File: config.mk
export PLATFORM = sky130hd
export DESIGN_NAME = file_uri_path_decoder_top
export DESIGN_NICKNAME = d
export VERILOG_FILES = /design/src/sv/fupd_pkg.sv /design/src/sv/file_uri_path_decoder_top.sv
export VERILOG_INCLUDE_DIRS = /design/src /design/src/sv
export SDC_FILE = /design/constraint.sdc
export NUM_CORES = 1
export LEC_CHECK = 0
export BUFFER_PORTS_ARGS = -buffer_cell sky130_fd_sc_hd__buf_2
export CORE_MARGIN = 1
export CORE_UTILIZATION = 55
export CTS_CLUSTER_SIZE = 16
export DETAILED_ROUTE_END_ITERATION = 8
export HOLD_SLACK_MARGIN = 0.02
export PLACE_DENSITY = 0.82
export RECOVER_POWER = 25
export SLEW_MARGIN = 20
export SYNTH_ARGS = -nofsm -noshare
export SYNTH_HDL_FRONTEND = slang
export SYNTH_SLANG_ARGS = --single-unit
File: constraint.sdc
create_clock -name clk_i -period 4.05 [get_ports clk_i]
set_clock_uncertainty 0.1 [all_clocks]
set_input_delay 0.405 -clock clk_i [delete_from_list [all_inputs] [get_ports clk_i]]
set_output_delay 0.405 -clock clk_i [all_outputs]
set_load 0.01 [all_outputs]
File: src/sv/file_uri_path_decoder_top_assert.svh
`ifndef FILE_URI_PATH_DECODER_TOP_ASSERT_SVH
`define FILE_URI_PATH_DECODER_TOP_ASSERT_SVH

// Check cons in the same cycle as ante.
`define FUPD_ASSERT_IMPLY(lbl, ante, cons) \
  lbl: assert property (@(posedge clk_i) disable iff (!rst_ni) (ante) |-> (cons)) \
    else $error("assertion failed");

// Check cons in the cycle after ante.
`define FUPD_ASSERT_NEXT(lbl, ante, cons) \
  lbl: assert property (@(posedge clk_i) disable iff (!rst_ni) (ante) |=> (cons)) \
    else $error("assertion failed");

`endif

File: src/sv/fupd_pkg.sv
package fupd_pkg;

  localparam int unsigned FifoDepth = 4;
  localparam int unsigned PtrW      = $clog2(FifoDepth);
  localparam int unsigned CntW      = $clog2(FifoDepth + 1);

  localparam logic [3:0] PosSlash1 = 4'd6;
  localparam logic [3:0] PosSlash2 = 4'd7;
  localparam logic [3:0] PosBody   = 4'd8;

  localparam logic [7:0] CharSlash   = 8'h2f;
  localparam logic [7:0] CharPercent = 8'h25;

  localparam logic [7:0] LeadText [6] = '{8'h66, 8'h69, 8'h6c, 8'h65, 8'h3a, 8'h2f};

  typedef enum logic [1:0] {
    StatusOk        = 2'd0,
    StatusNotFile   = 2'd1,
    StatusNonLocal  = 2'd2,
    StatusBadEscape = 2'd3
  } status_e;

  typedef enum logic [1:0] {
    EscNone = 2'd0,
    EscHigh = 2'd1,
    EscLow  = 2'd2
  } esc_e;

  typedef struct packed {
    logic [7:0] char_in;
    logic       end_of_uri;
  } in_item_t;

  typedef struct packed {
    logic [7:0] path_byte;
    logic       byte_valid;
    logic       run_end;
    logic       path_done;
    logic [1:0] status;
  } out_item_t;

  typedef struct packed {
    logic       ok;
    logic [3:0] value;
  } hex_t;

  function automatic hex_t hex_decode(logic [7:0] c);
    hex_t h;
    h = '0;
    if (c inside {[8'h30:8'h39]}) begin
      h.ok    = 1'b1;
      h.value = 4'(c - 8'h30);
    end else if (c inside {[8'h41:8'h46]}) begin
      h.ok    = 1'b1;
      h.value = 4'(c - 8'h37);
    end else if (c inside {[8'h61:8'h66]}) begin
      h.ok    = 1'b1;
      h.value = 4'(c - 8'h57);
    end
    return h;
  endfunction

endpackage

File: src/sv/file_uri_path_decoder_top.sv
// Results are written into the output queue when their item is accepted and leave it in order.
// Throughput: one item per cycle while not stalled; an item giving two results fills two queue slots.
// Results wait in a four-entry queue; input stalls while fewer than two slots are free.
// Reset (asynchronous, active low) clears the decoder state and empties the queue.
module file_uri_path_decoder_top (
  input  logic                clk_i,
  input  logic                rst_ni,
  input  logic                in_valid_i,
  output logic                in_stall_o,
  input  fupd_pkg::in_item_t  in_data_i,
  output logic                out_valid_o,
  input  logic                out_stall_i,
  output fupd_pkg::out_item_t out_data_o
);
  import fupd_pkg::*;

  `include "file_uri_path_decoder_top_assert.svh"

  logic [3:0] pos_q, pos_d;
  esc_e       esc_q, esc_d;
  logic [3:0] hi_q, hi_d;
  status_e    err_q, err_d;

  out_item_t         fifo_q [FifoDepth];
  logic [PtrW-1:0]   wr_ptr_q, rd_ptr_q;
  logic [CntW-1:0]   cnt_q;

  logic       in_acc, out_acc;
  logic [7:0] c;
  logic       last;
  hex_t       hx;
  logic [1:0] ecnt, nres;
  logic [7:0] eb0, eb1;
  logic       body, body_emit;
  logic [7:0] body_byte;
  out_item_t  res0, res1;

  assign in_acc  = in_valid_i && !in_stall_o;
  assign out_acc = out_valid_o && !out_stall_i;
  assign c       = in_data_i.char_in;
  assign last    = in_data_i.end_of_uri;
  assign hx      = hex_decode(c);

  always_comb begin
    pos_d     = pos_q;
    esc_d     = esc_q;
    hi_d      = hi_q;
    err_d     = err_q;
    ecnt      = 2'd0;
    eb0       = 8'h00;
    eb1       = 8'h00;
    body      = 1'b0;
    body_emit = 1'b0;
    body_byte = 8'h00;

    if (err_q == StatusOk) begin
      if (pos_q < PosSlash1) begin
        if (c == LeadText[pos_q[2:0]]) begin
          pos_d = pos_q + 4'd1;
        end else begin
          err_d = StatusNotFile;
        end
      end else if (pos_q == PosSlash1) begin
        if (c == CharSlash) begin
          pos_d = PosSlash2;
        end else begin
          ecnt  = 2'd1;
          eb0   = CharSlash;
          pos_d = PosBody;
          body  = 1'b1;
        end
      end else if (pos_q == PosSlash2) begin
        if (c == CharSlash) begin
          ecnt  = 2'd1;
          eb0   = CharSlash;
          pos_d = PosBody;
        end else begin
          err_d = StatusNonLocal;
        end
      end else begin
        body = 1'b1;
      end
    end

    if (body) begin
      case (esc_q)
        EscNone: begin
          if (c == CharPercent) begin
            esc_d = EscHigh;
          end else begin
            body_emit = 1'b1;
            body_byte = c;
          end
        end
        EscHigh: begin
          if (!hx.ok) begin
            err_d = StatusBadEscape;
            esc_d = EscNone;
          end else begin
            hi_d  = hx.value;
            esc_d = EscLow;
          end
        end
        default: begin
          if (!hx.ok) begin
            err_d = StatusBadEscape;
          end else begin
            body_emit = 1'b1;
            body_byte = {hi_q, hx.value};
          end
          esc_d = EscNone;
        end
      endcase
    end

    if (body_emit) begin
      if (ecnt == 2'd0) begin
        eb0 = body_byte;
      end else begin
        eb1 = body_byte;
      end
      ecnt = ecnt + 2'd1;
    end

    if (last && err_d == StatusOk) begin
      if (pos_d < PosSlash1) begin
        err_d = StatusNotFile;
      end else if (pos_d == PosSlash1) begin
        ecnt = 2'd1;
        eb0  = CharSlash;
      end else if (pos_d == PosSlash2) begin
        err_d = StatusNonLocal;
      end else if (esc_d != EscNone) begin
        err_d = StatusBadEscape;
      end
    end

    nres = (last && ecnt == 2'd0) ? 2'd1 : ecnt;

    res0.path_byte  = eb0;
    res0.byte_valid = (ecnt != 2'd0);
    res0.run_end    = (nres == 2'd1);
    res0.path_done  = last && (nres == 2'd1);
    res0.status     = (last && nres == 2'd1) ? err_d : StatusOk;

    res1.path_byte  = eb1;
    res1.byte_valid = 1'b1;
    res1.run_end    = 1'b1;
    res1.path_done  = last;
    res1.status     = last ? err_d : StatusOk;

    if (last) begin
      pos_d = 4'd0;
      esc_d = EscNone;
      hi_d  = 4'd0;
      err_d = StatusOk;
    end
  end

  always_ff @(posedge clk_i or negedge rst_ni) begin
    if (!rst_ni) begin
      pos_q <= 4'd0;
      esc_q <= EscNone;
      hi_q  <= 4'd0;
      err_q <= StatusOk;
    end else if (in_acc) begin
      pos_q <= pos_d;
      esc_q <= esc_d;
      hi_q  <= hi_d;
      err_q <= err_d;
    end
  end

  always_ff @(posedge clk_i) begin
    if (in_acc && nres != 2'd0) begin
      fifo_q[wr_ptr_q] <= res0;
    end
    if (in_acc && nres == 2'd2) begin
      fifo_q[wr_ptr_q + PtrW'(1)] <= res1;
    end
  end

  always_ff @(posedge clk_i or negedge rst_ni) begin
    if (!rst_ni) begin
      wr_ptr_q <= '0;
      rd_ptr_q <= '0;
      cnt_q    <= '0;
    end else begin
      if (in_acc) begin
        wr_ptr_q <= wr_ptr_q + PtrW'(nres);
      end
      if (out_acc) begin
        rd_ptr_q <= rd_ptr_q + PtrW'(1);
      end
      cnt_q <= cnt_q + (in_acc ? CntW'(nres) : CntW'(0)) - (out_acc ? CntW'(1) : CntW'(0));
    end
  end

  assign in_stall_o  = (cnt_q > CntW'(FifoDepth - 2));
  assign out_valid_o = (cnt_q != '0);
  assign out_data_o  = fifo_q[rd_ptr_q];

  `FUPD_ASSERT_IMPLY(a_room_on_accept, in_acc, cnt_q <= CntW'(FifoDepth - 2))
  `FUPD_ASSERT_IMPLY(a_done_is_run_end, out_valid_o && out_data_o.path_done,
                     out_data_o.run_end)
  `FUPD_ASSERT_IMPLY(a_status_only_done, out_valid_o && !out_data_o.path_done,
                     out_data_o.status == StatusOk)
  `FUPD_ASSERT_IMPLY(a_empty_only_done, out_valid_o && !out_data_o.byte_valid,
                     out_data_o.path_done)
  `FUPD_ASSERT_NEXT(a_state_cleared, in_acc && last,
                    pos_q == 4'd0 && esc_q == EscNone && err_q == StatusOk)

endmodule
==> metrics.cfg <==
[place]
io_buffer_count = 27
dp_slack_ps = 66.36
placed_cell_area_um2 = 4735
routabilityCongestion = 0.9463
dp_hpwl_um = 8228
placedCellCount = 552

[setup_path]
worst-endpoint-arrival_ps = 4030
worst_setup_path_end_kind = flop
rr_worst_depth = 16
crit_fanout = 7
worst_ep_required_time_ps = 4230
critPathLaunchType = flop
path_class = flop to flop

[final_layout]
final_common_cell = edfxtp_1
final_util = 0.6478
final_cell_mix = edfxtp_1 (44), nand2_1 (42), nor2_1 (36), o21ai_0 (33), buf_4 (27)
layout-drive-gt1-share = 0.2047
final_area_um2 = 4980
area_growth_pct = 14.93
nFillCells = 628
insertedDiodeCount = 0
stdcell_count = 571
fin_nets = 490

[sta]
rsz0062_at_grt = false
slew_violations = 0
slew_headroom = 0.2530
hold_viol = 0
tns_ps = 0
setup_slack_ps = 196.4
worst_pin_slew_ps = 1121
fmax_ghz = 0.2595
min_period_ps = 3854
min_period_over_period = 0.9515
setup-violations-final = 0

[floorplanning]
core_um2 = 7687
pin_count = 28
die-area_um2 = 8237
fp.dieW_um = 90.76
initial_core_util = 0.5636
die_h_um = 90.76
num_rows = 32

[synth]
async_reset_ff_frac = 0.2676
synth_xor_area_frac = 0.02021
synth_top_family_by_area = simple AND/OR/NAND/NOR gates
synthSimpleGateAreaFrac = 0.1903
synth_area_leader_cell = edfxtp_1
avgSynthCellArea_um2 = 10.42
synthDistinctLibCells = 70
syn_nets = 442
ys_ff_latch = 71
post_synth_inst_count = 416
ys_top_cells_by_area = edfxtp_1 (30%), dfrtp_1 (11%), mux4_2 (6.8%)
ys_warn_count = 0
synth-compound-area-share = 0.1889
synth_edf_count = 44
netlist_area_um2 = 4333
synth_ff_type = edfxtp_1
synthMuxAreaShare = 0.07970
synth_top_area_frac = 0.3049
synthAdderAreaFrac = 0.03927
seq_area_frac_synth = 0.4516

[clocking]
clk_pin_slew_ps = 80
cts.root.buffer_cell = clkbuf_8
clock_sinks = 71
cts.path.max_buffers = 2
h-tree-depth = 3
cts_tree = yes
cts_buffers = 9
clkLatencyLatePin_ps = 350

[detailed_routing]
wirelength_um = 11150
drc_errors = 0
vias = 3674
firstDrtPassIters = 5
drtIter0Drc = 361
vias_per_cell = 6.434
wire_per_inst_um = 19.52
ant_nets = 0

[min_path]
whs_path_depth = 3
worstHoldPathType = input pin to flop

[global_routing]
top_usage_layer = met2
use_met3 = 0.05303
antenna_found_initial = 0
use_met1 = 0.3566
grt_pass1_vias = 3651
grt_pass1_wl_um = 18370
globalRouteMet2Util = 0.5063
grt_max_degree = 23
track_usage = 0.2882
overflow = 0

[power_and_ir_drop]
ir_drop_v = 0.0001792
leakagePower_uw = 0.001795
power_density_nw_per_um2 = 479.0

[outcome]
outcome = completed

[job]
drv_cap = 0

[sequential cells by signal, indices dropped and copies added (netlist names)]
signal / count
cnt_q: 3
esc_q: 2
fifo_q: 52
rd_ptr_q: 2
hi_q: 4
err_q: 2
pos_q: 4
wr_ptr_q: 2
[area by class of cell]
| class | instances | area, um^2 | area share |
|---|---|---|---|
| Multi-Input combinational cell | 312 | 2305 | 0.4628 |
| Sequential cell | 71 | 1957 | 0.3930 |
| Clock buffer | 10 | 127.6 | 0.02563 |
| Tap cell | 102 | 127.6 | 0.02563 |
| Inverter | 14 | 52.55 | 0.01055 |
| Timing Repair Buffer | 56 | 340.3 | 0.06834 |
| Clock inverter | 6 | 70.07 | 0.01407 |
[per-stage QoR]
| stage | power (uW) | hold WS (ps) |
|---|---|---|
| global route | 2507 | 291.9 |
| floorplan | 1559 | 9.409 |
| global placement | 1790 | 276.8 |
| CTS | 2384 | 250.6 |
| finish | 2385 | 257.8 |
| detailed placement | 1820 | 280.2 |
[power by group]
part | leakage [uW] | total (uW) | switching (uW) | internal [uW]
clock network | 0.0000891 | 574 | 286 | 288
logic | 0.000971 | 800 | 435 | 366
registers | 0.000735 | 1010 | 155 | 857
[final timing paths]
path | endpoint | slack, ps | from
worst max-delay path | cnt_q[2]$_DFF_PN0_ | 200 | pos_q[0]$_DFFE_PN0P_
max in group asynchronous | rd_ptr_q[0]$_DFFE_PN0P_ | 2480 | rst_ni
worst max register to register | cnt_q[2]$_DFF_PN0_ | 200 | pos_q[0]$_DFFE_PN0P_
worst min register to register | fifo_q[2][3]$_SDFFE_PP1N_ | 360 | fifo_q[2][3]$_SDFFE_PP1N_
worst min-delay path | rd_ptr_q[0]$_DFFE_PN0P_ | 260 | out_stall_i
min in group asynchronous | pos_q[0]$_DFFE_PN0P_ | 680 | rst_ni
[Yosys cell counts, drive strengths merged, types with 3 or more instances]
master  number
a211o        3
a211oi       6
a21o         5
a21oi       19
a22o         4
a22oi        6
and2         3
buf          5
clkbuf      14
dfrtp       19
dfxtp        8
edfxtp      44
ha          12
inv         13
mux2i        3
mux4        13
nand2       42
nand2b      15
nand3        8
nand3b       5
nor2        37
nor2b        3
nor3        17
nor3b        3
nor4         8
nor4b        3
o21ai       38
o22ai        4
o31ai        4
xnor2        7
xor2         3
[logic make-up after synthesis]
kind of cell / Yosys count
simple gates: 159
mux: 18
flops: 71
compound gates: 112
buf+inv: 33
fa+ha+maj: 13
xor+xnor: 10
[routing by layer]
layer / part of all wire / vias to the layer above
met5: 0 / -
li1: - / 1685
met1: 0.40 / 1784
met3: 0.063 / 29
met4: 0.022 / 0
met2: 0.51 / 176
[what timing repair did]
item                                    in CTS  in global routing
hold buffers                                 1                  0
endpoints found under the setup margin       0                  1
hold endpoints to repair                    19                  0
resized for setup                            0                  6
setup buffers                                0                  2
[worst max-delay path: stages (launching register included)]
cell and delay [ps]:
dfrtp_1 390, buf_4 170, and3b_1 180, a31oi_1 350, a211oi_4 90, buf_4 180, a211o_1 340, a2111oi_4 420
a31oi_2 160, o21ai_2 110, nand2_1 80, ha_1 290, inv_1 40, ha_1 190, fa_1 370, xnor2_1 170
xnor2_1 140
No activity file was read; power rests on OpenSTA's default activity.
